`src/design/cgtm_pkg.sv`:
```
`timescale 1ns / 1ps
`default_nettype none
package cgtm_pkg;

  localparam int HISTORY_DEPTH = 8;
  localparam int SAMPLE_W      = 10;
  localparam int SUM_W         = $clog2(((1 << SAMPLE_W) - 1) * HISTORY_DEPTH + 1);
  localparam int CNT_W         = $clog2(HISTORY_DEPTH);
  localparam int DIVISOR       = HISTORY_DEPTH - 2;
  localparam int RECIP_SHIFT   = SUM_W + $clog2(DIVISOR);
  localparam int RECIP_W       = SUM_W + 1;
  localparam int PROD_W        = SUM_W + RECIP_W;

  localparam logic [RECIP_W-1:0] RECIP =
    RECIP_W'(((longint'(1) << RECIP_SHIFT) + longint'(DIVISOR) - 1) / longint'(DIVISOR));

  typedef logic [SAMPLE_W-1:0] sample_t;
  typedef logic [SUM_W-1:0]    sum_t;

  typedef enum logic [2:0] {
    ST_IDLE,
    ST_SHIFT,
    ST_ACCUM,
    ST_START,
    ST_DIVIDE
  } state_t;

  typedef struct packed {
    logic busy;
    logic done;
  } div_status_t;

endpackage
`default_nettype wire

```
`src/design/cgtm_cell.sv`:
```
`timescale 1ns / 1ps
`default_nettype none
module cgtm_cell
  import cgtm_pkg::*;
(
  input  wire logic    clk,
  input  wire logic    rst,
  input  wire logic    shift,
  input  wire sample_t din,
  output sample_t      dout
);

  sample_t value;

  always_ff @(posedge clk) begin
    if (rst) begin
      value <= '0;
    end else if (shift) begin
      value <= din;
    end
  end

  assign dout = value;

endmodule
`default_nettype wire

```
`src/design/cgtm_divider.sv`:
```
`timescale 1ns / 1ps
`default_nettype none
module cgtm_divider
  import cgtm_pkg::*;
(
  input  wire logic  clk,
  input  wire logic  rst,
  input  wire logic  start,
  input  wire sum_t  dividend,
  output sample_t    quotient,
  output div_status_t status
);

  logic [PROD_W-1:0] product;
  logic              busy;
  logic              done;

  assign product = PROD_W'(dividend) * PROD_W'(RECIP);

  always_ff @(posedge clk) begin
    if (rst) begin
      busy <= 1'b0;
      done <= 1'b0;
    end else begin
      busy <= start;
      done <= start;
    end
  end

  always_ff @(posedge clk) begin
    if (start) begin
      quotient <= product[RECIP_SHIFT +: SAMPLE_W];
    end
  end

  assign status.busy = busy;
  assign status.done = done;

endmodule
`default_nettype wire

```
`src/design/change_gated_trimmed_mean_top.sv`:
```
// Latency: an unchanged sample gives its result in the cycle after the transaction.
// A changed sample gives its result after these steps in order: the insert state,
// one pass of the ring around the cell chain, the divider start with its reciprocal
// multiply into the quotient register, and the output register.
// Throughput: one sample at a time; unchanged samples can follow every cycle while the result
// is not stalled, and the next transaction after a changed sample is taken once its result is out.
// Reset (synchronous, active high) clears the history, the previous sample and the held average.
`timescale 1ns / 1ps
`default_nettype none
module change_gated_trimmed_mean_top
  import cgtm_pkg::*;
(
  input  wire logic    clk,
  input  wire logic    rst,
  input  wire logic    sample_valid,
  output logic         sample_stall,
  input  wire sample_t sample,
  output logic         result_valid,
  input  wire logic    result_stall,
  output logic         changed,
  output sample_t      average
);

  state_t      state;
  state_t      state_next;
  sample_t     previous_sample;
  sample_t     pending_sample;
  sample_t     held_average;
  sample_t     ring [HISTORY_DEPTH];
  sample_t     ring_in;
  sample_t     tail;
  logic        cell_shift;
  logic [CNT_W-1:0] cnt;
  sum_t        acc_sum;
  sample_t     acc_min;
  sample_t     acc_max;
  sum_t        trimmed;
  logic        div_start;
  sample_t     quotient;
  div_status_t div_status;
  logic        sample_accept;
  logic        sample_changed;

  assign sample_stall   = (state != ST_IDLE) || (result_valid && result_stall);
  assign sample_accept  = sample_valid && !sample_stall;
  assign sample_changed = (sample != previous_sample);
  assign tail           = ring[HISTORY_DEPTH-1];
  assign trimmed        = acc_sum - SUM_W'(acc_min) - SUM_W'(acc_max);

  for (genvar i = 0; i < HISTORY_DEPTH; i++) begin : g_cell
    sample_t din;
    if (i == 0) begin : g_head
      assign din = ring_in;
    end else begin : g_body
      assign din = ring[i-1];
    end
    cgtm_cell u_cell (
      .clk   (clk),
      .rst   (rst),
      .shift (cell_shift),
      .din   (din),
      .dout  (ring[i])
    );
  end

  cgtm_divider u_divider (
    .clk      (clk),
    .rst      (rst),
    .start    (div_start),
    .dividend (trimmed),
    .quotient (quotient),
    .status   (div_status)
  );

  always_comb begin
    state_next = state;
    cell_shift = 1'b0;
    div_start  = 1'b0;
    ring_in    = tail;
    case (state)
      ST_IDLE: begin
        if (sample_accept && sample_changed) begin
          state_next = ST_SHIFT;
        end
      end
      ST_SHIFT: begin
        cell_shift = 1'b1;
        ring_in    = previous_sample;
        state_next = ST_ACCUM;
      end
      ST_ACCUM: begin
        cell_shift = 1'b1;
        if (cnt == CNT_W'(HISTORY_DEPTH - 1)) begin
          state_next = ST_START;
        end
      end
      ST_START: begin
        div_start  = 1'b1;
        state_next = ST_DIVIDE;
      end
      ST_DIVIDE: begin
        if (div_status.done) begin
          state_next = ST_IDLE;
        end
      end
      default: begin
        state_next = ST_IDLE;
      end
    endcase
  end

  always_ff @(posedge clk) begin
    if (rst) begin
      state           <= ST_IDLE;
      previous_sample <= '0;
      held_average    <= '0;
      result_valid    <= 1'b0;
      cnt             <= '0;
    end else begin
      state <= state_next;
      if (result_valid && !result_stall) begin
        result_valid <= 1'b0;
      end
      if (sample_accept && !sample_changed) begin
        result_valid <= 1'b1;
      end
      if (state == ST_SHIFT) begin
        previous_sample <= pending_sample;
        cnt             <= '0;
      end
      if (state == ST_ACCUM) begin
        cnt <= cnt + 1'b1;
      end
      if (state == ST_DIVIDE && div_status.done) begin
        held_average <= quotient;
        result_valid <= 1'b1;
      end
    end
  end

  always_ff @(posedge clk) begin
    if (sample_accept) begin
      pending_sample <= sample;
      if (!sample_changed) begin
        changed <= 1'b0;
        average <= held_average;
      end
    end
    if (state == ST_ACCUM) begin
      if (cnt == '0) begin
        acc_sum <= SUM_W'(tail);
        acc_min <= tail;
        acc_max <= tail;
      end else begin
        acc_sum <= acc_sum + SUM_W'(tail);
        if (tail < acc_min) begin
          acc_min <= tail;
        end
        if (tail > acc_max) begin
          acc_max <= tail;
        end
      end
    end
    if (state == ST_DIVIDE && div_status.done) begin
      changed <= 1'b1;
      average <= quotient;
    end
  end

  a_changed_enters_shift: assert property (@(posedge clk) disable iff (rst)
    (sample_accept && sample_changed) |=> (state == ST_SHIFT))
    else $error("A changed sample did not start the ring update.");

  a_unchanged_result: assert property (@(posedge clk) disable iff (rst)
    (sample_accept && !sample_changed) |=>
      (result_valid && !changed && average == $past(held_average)))
    else $error("An unchanged sample did not return the held average.");

  a_done_in_divide: assert property (@(posedge clk) disable iff (rst)
    div_status.done |-> (state == ST_DIVIDE))
    else $error("Divider finished outside the divide phase.");

  a_extremes_ordered: assert property (@(posedge clk) disable iff (rst)
    (state == ST_START) |-> (acc_min <= acc_max))
    else $error("Ring minimum exceeds ring maximum.");

  a_divider_idle_on_start: assert property (@(posedge clk) disable iff (rst)
    div_start |-> !div_status.busy)
    else $error("Divider started while still busy.");

endmodule
`default_nettype wire
```
`config.mk`:
```
export PLATFORM = sky130hd
export DESIGN_NAME = change_gated_trimmed_mean_top
export DESIGN_NICKNAME = d
export VERILOG_FILES = /design/src/design/cgtm_pkg.sv /design/src/design/cgtm_cell.sv /design/src/design/cgtm_divider.sv /design/src/design/change_gated_trimmed_mean_top.sv
export SDC_FILE = /design/constraint.sdc
export NUM_CORES = 1
export LEC_CHECK = 0
export BUFFER_PORTS_ARGS = -buffer_cell sky130_fd_sc_hd__buf_2
export CAP_MARGIN = 0
export CORE_MARGIN = 2
export CORE_UTILIZATION = 51
export CTS_BUF_LIST = sky130_fd_sc_hd__clkbuf_8
export CTS_CLUSTER_DIAMETER = 120
export DETAILED_ROUTE_END_ITERATION = 10
export GPL_ROUTABILITY_DRIVEN = 0
export GPL_TIMING_DRIVEN = 0
export PLACE_DENSITY = 0.77
export SYNTH_ARGS = -nofsm -noshare
export SYNTH_HDL_FRONTEND = slang
export SYNTH_SLANG_ARGS = --single-unit
```
`constraint.sdc`:
```
create_clock -name clk -period 12.05 [get_ports clk]
set_input_delay 3.615 -clock clk [delete_from_list [all_inputs] [get_ports clk]]
set_output_delay 3.615 -clock clk [all_outputs]
set_load 0.01 [all_outputs]
```
==> results of run 1 <==
## cell usage in the layout, fill, tap and decap left out, types with 3 or more instances in the layout
cell type / instances
o21ai_0: 21
clkbuf_8: 18
inv_1: 144
xor2_1: 22
mux2_2: 10
nand4_1: 4
edfxtp_1: 63
ha_1: 116
xnor2_1: 17
a311oi_1: 11
nor4_1: 4
a22oi_1: 3
a21oi_1: 117
inv_8: 4
o21bai_1: 3
clkbuf_1: 33
buf_2: 29
nand2_1: 216
fa_1: 56
nand2b_1: 7
a21o_1: 18
nor3_1: 4
o21a_1: 6
nor2b_1: 12
a31oi_1: 3
nor2_1: 36
a211oi_1: 3
dfxtp_1: 109
inv_6: 3
## registers in the layout, summed over array words and instances, names as in the netlist, 3 cells and up
register,count
previous_sample,10
pending_sample,10
u_divider.quotient,10
cnt,3
acc_min,10
average,10
g_cell.u_cell.dout,80
state,3
acc_sum,13
held_average,10
acc_max,10
## layout make-up
class                      count  share of cell area, %
tap                          270                   2.99
multi-input combinational    733                   50.1
buffer                        39                   1.34
clock buffer                  18                   2.20
inverter                     144                   4.79
clock inverter                14                   1.31
timing repair buffer          25                   1.11
sequential                   172                   36.1
## cell families (layout without fill, tap and decap cells)
group | after synthesis | count (layout)
XOR/XNOR | 42 | 42
adder cells (fa/ha/maj) | 172 | 172
AND/OR/NAND/NOR | 300 | 300
AO/OA/AOI/OAI | 208 | 208
buffers and inverters | 183 | 240
flip-flops | 172 | 172
multiplexers | 11 | 11
## worst max-delay path, cell delays in order
cell and delay, ns:
buf_2 0.11, a2111oi_0 0.54, inv_1 0.07, buf_2 0.15
## worst paths after layout
| check | to | startpoint | cells past startpoint | slack, ns |
|---|---|---|---|---|
| max | sample_stall | result_stall | 4 | 3.95 |
| min | changed$_SDFFE_PP1P_ | changed$_SDFFE_PP1P_ | 2 | 0.45 |
| max reg2reg | u_divider.quotient[9]$_DFFE_PP_ | acc_sum[0]$_DFFE_PP_ | 25 | 4.78 |
| min reg2reg | changed$_SDFFE_PP1P_ | changed$_SDFFE_PP1P_ | 2 | 0.45 |
## stage by stage
step	util (%)	worst slack, ns	instance area, µm²	instances
floorplan	-	4.26	10400	1088
global placement	54.0	3.89	10900	1383
detailed placement	54.0	3.92	10900	1383
CTS	55.9	3.92	11300	1415
global route	55.9	3.86	11300	1415
finish	55.9	3.95	11300	1415
## routing by layer
layer / track usage [%] / vias up / routed length, µm
li1: - / 3705 / -
met1: 25.6 / 3504 / 9350
met2: 35.0 / 95 / 10200
met3: 2.98 / 21 / 586
met4: 4.76 / 0 / 266
met5: 0 / - / 0
==> impl_metrics.json, run 1 <==
{
  "status": "completed",
  "multi_input_area_um2": 5660,
  "synth_xor_area_share_pct": 3.81,
  "rows": 52,
  "drv_cap": 0,
  "cp_max_fo": 2,
  "synthMuxAreaShare_pct": 1.18,
  "ctsHtreeMaxLevel": 4,
  "cts_setup_buffers": 0,
  "area_growth_pct": 8.24,
  "synth-seq-cells": 172,
  "synth_top_family_by_area": "adder cells",
  "wl_per_cell_um": 14.4,
  "syn_area_per_cell_um2": 9.58,
  "required_ns": 8.43,
  "synthCells": 1088,
  "cts_tree": "done",
  "tns_ns": 0,
  "period_share_pct": 67.3,
  "diodes": 0,
  "drt_iter0_drc": 432,
  "synthDistinctLibCells": 64,
  "crit_type": "in2out",
  "vias_per_cell": 5.18,
  "grt-ovfl-total": 0,
  "seqCellArea_um2": 4070,
  "fmax_ghz": 0.123,
  "grt_pass1_wl_um": 34700,
  "grt_max_degree": 23,
  "clockBufferDepth": 2,
  "holdBufCountCts": 0,
  "setup_viol": 0,
  "wl_um": 20400,
  "end_kind": "primary output",
  "drt_first_pass_iters": 5,
  "drc": 0,
  "cts_root_buf": "clkbuf_8",
  "yosys.area_share.simple_pct": 12.3,
  "synth_edf_count": 63,
  "seq_area_frac_synth_pct": 39.1,
  "tightestPinTransition_ns": 1.21,
  "post-synth-top-count-cell": "nand2_1",
  "cts.sinks": 172,
  "port_buffers": 25,
  "async_flop_share_pct": 0,
  "dieArea_um2": 21600,
  "fillCellCount": 1754,
  "drv_slew": 0,
  "hold_ws_ns": 0.451,
  "synthFlopType": "dfxtp_1",
  "hold_path.class": "reg2reg",
  "die_w_um": 147,
  "skew_ns": 0.0170,
  "clk_latency_ns": 0.46,
  "syn_nets": 1274,
  "clk_pin_slew_ns": 0.11,
  "io_pins": 27,
  "num_vias": 7325,
  "antenna_found_initial": 0,
  "yosys_warnings": 0,
  "grt_usage_pct": 19.8,
  "relSlewSlack_pct": 19.4,
  "netlist_area_um2": 10400,
  "synth_compound_area_share_pct": 12.3,
  "initial_core_util_pct": 51.7,
  "finalCriticalPeriod_ns": 8.10,
  "nets": 1318,
  "floorplan.core_area_um2": 20200,
  "post_cts_resized": 0,
  "synth_fa_ha_area_share_pct": 24.7,
  "dp_hpwl_um": 15800,
  "final_antenna_net_count": 0,
  "yosysTopAreaCellShare_pct": 20.9,
  "synth_top_cell_by_area": "dfxtp_1",
  "arrival_ns": 4.49,
  "numCtsBuffers": 17,
  "final_layout_size_suffix_gt1_share_pct": 7.86,
  "ys_top_cells_by_count": "nand2_1, inv_1, a21oi_1",
  "die_y_um": 147,
  "grt_pass1_vias": 7378,
  "synth_area_leaders": "dfxtp_1, edfxtp_1, ha_1",
  "rsz0062_at_grt": "false",
  "cp-start-kind": "primary input",
  "hold_viol": 0
}
Power of run 1 is left out: the tool's default activity adds up to more than one toggle a clock period on the data nets, which glitch-free logic cannot reach.
==> inputs of run 2 (changes only) <==
ABC_AREA = 1   (was default)
PLACE_DENSITY = 0.8   (was 0.77)
clock period = 7.2 ns   (was 12.05 ns; I/O delays follow)
==> run 2 against run 1 <==
Core utilization up 0.34 points. Final cell count up 22%. Critical path depth up 21.
==> impl_metrics.json, run 2 <==
{
  "drv_slew": 0,
  "antenna_found_initial": 0,
  "yosysTopAreaCellShare_pct": 19.2,
  "tns_ns": 0,
  "clk_pin_slew_ns": 0.11,
  "fmax_ghz": 0.151,
  "die_y_um": 153,
  "num_vias": 8933,
  "rrSetupSlack_ns": 0.56,
  "drt_first_pass_iters": 5,
  "syn_area_per_cell_um2": 8.20,
  "synthCells": 1385,
  "ctsHtreeMaxLevel": 4,
  "mostFrequentLayoutCell": "inv_1",
  "skew_ns": 0.0200,
  "finalCriticalPeriod_ns": 6.64,
  "drc": 0,
  "wl_um": 24100,
  "drv_cap": 0,
  "syn_nets": 1571,
  "cp-start-kind": "flop",
  "synthDistinctLibCells": 44,
  "grt_max_degree": 22,
  "reg2reg_depth": 25,
  "dieArea_um2": 23500,
  "drt_iter0_drc": 595,
  "place_area_um2": 11800,
  "numCtsBuffers": 17,
  "setup_viol": 0,
  "relSlewSlack_pct": 31.8,
  "status": "completed",
  "hold_viol": 0,
  "cts_root_buf": "clkbuf_8",
  "cts.sinks": 172,
  "cts_tree": "done",
  "yosys_warnings": 0,
  "port_buffers": 25,
  "dp_hpwl_um": 19000,
  "reg2reg_to": "u_divider.quotient[9]$_DFFE_PP_",
  "largest_reg_flops": 80,
  "final_antenna_net_count": 0,
  "synth_area_leaders": "dfxtp_1, edfxtp_1, ha_1",
  "hold_path_depth": 2,
  "holdPathEnd": "changed$_SDFFE_PP1P_",
  "die_w_um": 153,
  "synth_top_cell_by_area": "dfxtp_1",
  "netlist_area_um2": 11400,
  "tightestPinTransition_ns": 1.02,
  "final_layout_size_suffix_gt1_share_pct": 8.11,
  "hold_path.class": "reg2reg",
  "clockBufferDepth": 2,
  "cp_max_fo": 5,
  "floorplan.core_area_um2": 21800,
  "rows": 54,
  "grt_usage_pct": 21.1,
  "synth-seq-cells": 172,
  "grt_pass1_wl_um": 40900,
  "nets": 1615,
  "area_growth_pct": 8.13,
  "arrival_ns": 6.84,
  "vias_per_cell": 5.19,
  "required_ns": 7.40,
  "synthFlopType": "dfxtp_1",
  "cts_setup_buffers": 0,
  "crit_type": "reg2reg",
  "holdBufCountCts": 0,
  "io_pins": 27,
  "timing.rr.start": "acc_min[2]$_DFFE_PP_",
  "end_kind": "flop",
  "diodes": 0,
  "layout_common_cells": "inv_1, nand2_1, nor2_1, o21ai_0, ha_1",
  "design_area_um2": 12300,
  "rsz0062_at_grt": "false",
  "initial_core_util_pct": 52.0,
  "post-synth-top-count-cell": "inv_1",
  "grt-ovfl-total": 0,
  "clk_latency_ns": 0.47,
  "ys_top_cells_by_count": "inv_1, nand2_1, nor2_1",
  "async_flop_share_pct": 0,
  "hp-start": "changed$_SDFFE_PP1P_",
  "seq_area_frac_synth_pct": 35.9,
  "period_share_pct": 92.3,
  "synth_edf_count": 63,
  "post_cts_resized": 0,
  "grt_pass1_vias": 8988,
  "wl_per_cell_um": 14.0
}
## run 2: routing by layer
layer / vias up / part of all wire [%] / track usage, %
met2: 193 / 50 / 38.1
met1: 4169 / 45 / 26.1
met5: - / 0 / 0
met3: 35 / 3.6 / 3.26
met4: 0 / 2.0 / 6.08
li1: 4536 / - / -
## run 2: kinds of logic (layout without fill, tap and decap cells)
kind of cell / after synthesis / count (layout) / share of synthesized area (%)
AO/OA/AOI/OAI: 233 / 233 / 11.0
buffers and inverters: 288 / 345 / 10.1
flip-flops: 172 / 172 / 35.9
adder cells (fa/ha/maj): 172 / 172 / 22.7
XOR/XNOR: 21 / 21 / 1.62
AND/OR/NAND/NOR: 499 / 499 / 18.7
## run 2: worst max-delay path, cell delays in order (launching register included)
cell	delay, ns
edfxtp_1	0.38
inv_1	0.14
fa_1	0.44
ha_1	0.37
nand2_1	0.09
o21ai_1	0.27
nand2_1	0.08
nand2_1	0.09
xor2_1	0.46
ha_1	0.37
fa_1	0.53
inv_1	0.10
fa_1	0.54
inv_1	0.05
fa_1	0.52
inv_1	0.05
fa_1	0.54
inv_1	0.05
ha_1	0.31
nand2_1	0.12
nor2_1	0.15
nand2_1	0.09
nor3b_1	0.25
a21oi_1	0.16
nand3_1	0.09
nand2_1	0.12
## run 2: how the worst max path moves through the flow
stage / from / depth (start not counted) / slack, ns / endpoint
final: acc_min[2]$_DFFE_PP_ / 25 / 0.56 / u_divider.quotient[9]$_DFFE_PP_
after global routing: acc_sum[2]$_DFFE_PP_ / 24 / 0.18 / u_divider.quotient[9]$_DFFE_PP_
after CTS: acc_sum[2]$_DFFE_PP_ / 24 / 0.57 / u_divider.quotient[9]$_DFFE_PP_
after detailed placement: acc_sum[2]$_DFFE_PP_ / 24 / 0.60 / u_divider.quotient[9]$_DFFE_PP_
after global placement: acc_min[2]$_DFFE_PP_ / 25 / 0.73 / u_divider.quotient[9]$_DFFE_PP_
after floorplan: acc_sum[9]$_DFFE_PP_ / 24 / 1.42 / u_divider.quotient[9]$_DFFE_PP_
## run 2: layout make-up
type / instances / area [µm²]
Inverter: 251 / 945
Multi-Input combinational cell: 925 / 6140
Timing Repair Buffer: 25 / 125
Buffer: 37 / 204
Fill cell: 1873 / 9540
Clock inverter: 15 / 209
Sequential cell: 172 / 4070
Tap cell: 280 / 350
Clock buffer: 17 / 234
## run 2: per-stage QoR
step           util [%]  worst slack (ns)  hold WS [ns]  std cells
6_report           56.3             0.556         0.452       1722
5_1_grt            56.3             0.175         0.490       1722
4_1_cts            56.3             0.570         0.455       1722
3_5_place_dp       54.2             0.602         0.433       1690
3_3_place_gp       54.2             0.728         0.429       1690
2_1_floorplan         -              1.42         0.447       1385
Power of run 2 is left out for the same reason.
==> inputs of run 3 (changes only) <==
CELL_PAD_IN_SITES_DETAIL_PLACEMENT = 0   (was default)
CELL_PAD_IN_SITES_GLOBAL_PLACEMENT = 1   (was default)
CORE_UTILIZATION = 45   (was 51)
PLACE_DENSITY = 0.89   (was 0.8)
==> run 3 against run 2 <==
First-iteration DRC count fell by 7.6%. Die area rose by 13%. Register-to-register slack barely moved. Worst setup slack improved by 0.0096 ns. Cell area rose by 0.70%. Clock skew fell by 0.00094 ns. Maximum frequency rose by 0.15%. Critical path depth did not move.
==> impl_metrics.json, run 3 (synthesized netlist as in run 2, its figures left out) <==
{
  "status": "completed",
  "grt_pass1_vias": 8445,
  "num_vias": 8695,
  "cts_tree": "done",
  "ctsHtreeMaxLevel": 4,
  "final_layout_size_suffix_gt1_share_pct": 8.11,
  "initial_core_util_pct": 45.5,
  "reg2reg_depth": 25,
  "vias_per_cell": 4.91,
  "wl_per_cell_um": 13.8,
  "grt_pass1_wl_um": 40800,
  "grt-ovfl-total": 0,
  "placed_cells": 1740,
  "largest_reg_flops": 80,
  "fmax_ghz": 0.151,
  "wl_um": 24500,
  "holdBufCountCts": 0,
  "dieArea_um2": 26500,
  "relSlewSlack_pct": 31.4,
  "diodes": 0,
  "dp_hpwl_um": 19300,
  "layout_common_cells": "inv_1, nand2_1, nor2_1, o21ai_0, ha_1",
  "fin_cells": 1772,
  "grt_usage_pct": 19.2,
  "clockBufferDepth": 2,
  "grt_max_degree": 19,
  "rows": 58,
  "max_stage_delay_ns": 0.54,
  "clk_pin_slew_ns": 0.11,
  "hp-start": "changed$_SDFFE_PP1P_",
  "io_pins": 27,
  "post_cts_resized": 0,
  "final_antenna_net_count": 0,
  "crit_slowest_cell": "fa_1",
  "cts_root_buf": "clkbuf_8",
  "hold_viol": 0,
  "die_y_um": 163,
  "rrSetupSlack_ns": 0.57,
  "mostFrequentLayoutCell": "inv_1",
  "required_ns": 7.39,
  "tightestPinTransition_ns": 1.03,
  "multi_input_area_um2": 6140,
  "area_growth_pct": 8.89,
  "cts_setup_buffers": 0,
  "skew_ns": 0.0191,
  "drt_first_pass_iters": 6,
  "rsz0062_at_grt": "false",
  "die_w_um": 163,
  "port_buffers": 25,
  "nets": 1615,
  "clk_latency_ns": 0.46,
  "reg2reg_to": "u_divider.quotient[9]$_DFFE_PP_",
  "holdPathEnd": "changed$_SDFFE_PP1P_",
  "drv_cap": 0,
  "crit_type": "reg2reg",
  "finalCriticalPeriod_ns": 6.63,
  "antenna_found_initial": 0,
  "drt_iter0_drc": 550,
  "hold_path_depth": 2,
  "drv_slew": 0,
  "numCtsBuffers": 17,
  "cp-start-kind": "flop",
  "fillCellCount": 2434,
  "timing.rr.start": "acc_sum[6]$_DFFE_PP_",
  "setup_viol": 0,
  "drc": 0,
  "cp_max_fo": 5,
  "end_kind": "flop",
  "hold_path.class": "reg2reg",
  "seqCellArea_um2": 4070,
  "floorplan.core_area_um2": 25000,
  "cts.sinks": 172,
  "tns_ns": 0,
  "period_share_pct": 92.1,
  "arrival_ns": 6.82
}
[run 3: changes by cell type in the layout (fill, tap and decap cells not counted), sizes merged]
cell / change
clkbuf: +1
clkinv: -2
inv: -2
bufinv: +3
[run 3: stage by stage]
stage / cell area [µm²] / hold slack (ns) / setup slack [ns] / util, %
2_1_floorplan: 11400 / 0.447 / 1.42 / -
3_3_place_gp: 11900 / 0.448 / 0.637 / 47.6
3_5_place_dp: 11900 / 0.453 / 0.571 / 47.7
4_1_cts: 12400 / 0.470 / 0.533 / 49.5
5_1_grt: 12400 / 0.497 / 0.0756 / 49.5
6_report: 12400 / 0.472 / 0.566 / 49.5
[run 3: final cells by class]
type	instances	area share [%]
Multi-Input combinational cell	925	49.6
Sequential cell	172	32.9
Inverter	251	7.64
Tap cell	330	3.34
Clock buffer	18	2.00
Clock inverter	14	1.77
Buffer	37	1.65
Timing Repair Buffer	25	1.01
[run 3: worst max-delay path by stage]
stage                                    start                               to  slack (ns)  cells after the start
after global placement    acc_sum[2]$_DFFE_PP_  u_divider.quotient[9]$_DFFE_PP_        0.64                     24
after floorplan           acc_sum[9]$_DFFE_PP_  u_divider.quotient[9]$_DFFE_PP_        1.42                     24
final                     acc_sum[6]$_DFFE_PP_  u_divider.quotient[9]$_DFFE_PP_        0.57                     25
after detailed placement  acc_sum[6]$_DFFE_PP_  u_divider.quotient[9]$_DFFE_PP_        0.57                     25
after CTS                 acc_sum[6]$_DFFE_PP_  u_divider.quotient[9]$_DFFE_PP_        0.53                     25
after global routing      acc_sum[9]$_DFFE_PP_  u_divider.quotient[9]$_DFFE_PP_        0.08                     24
[run 3: worst max-delay path: cells and delay by family (launching register included)]
| family | cells | cell delay (ns) |
|---|---|---|
| AO/OA/AOI/OAI | 3 | 0.55 |
| XOR/XNOR | 1 | 0.48 |
| adder cells (fa/ha/maj) | 8 | 3.52 |
| buffers and inverters | 5 | 0.28 |
| flip-flops | 1 | 0.45 |
| AND/OR/NAND/NOR | 8 | 1.10 |
[run 3: layer usage]
layer | vias up | track usage, % | share of wire (%)
met5 | - | 0 | 0
met4 | 0 | 5.19 | 1.4
met3 | 21 | 2.37 | 2.5
met2 | 107 | 32.8 | 48
met1 | 4044 | 25.9 | 48
li1 | 4523 | - | -
Power of run 3 is left out for the same reason.
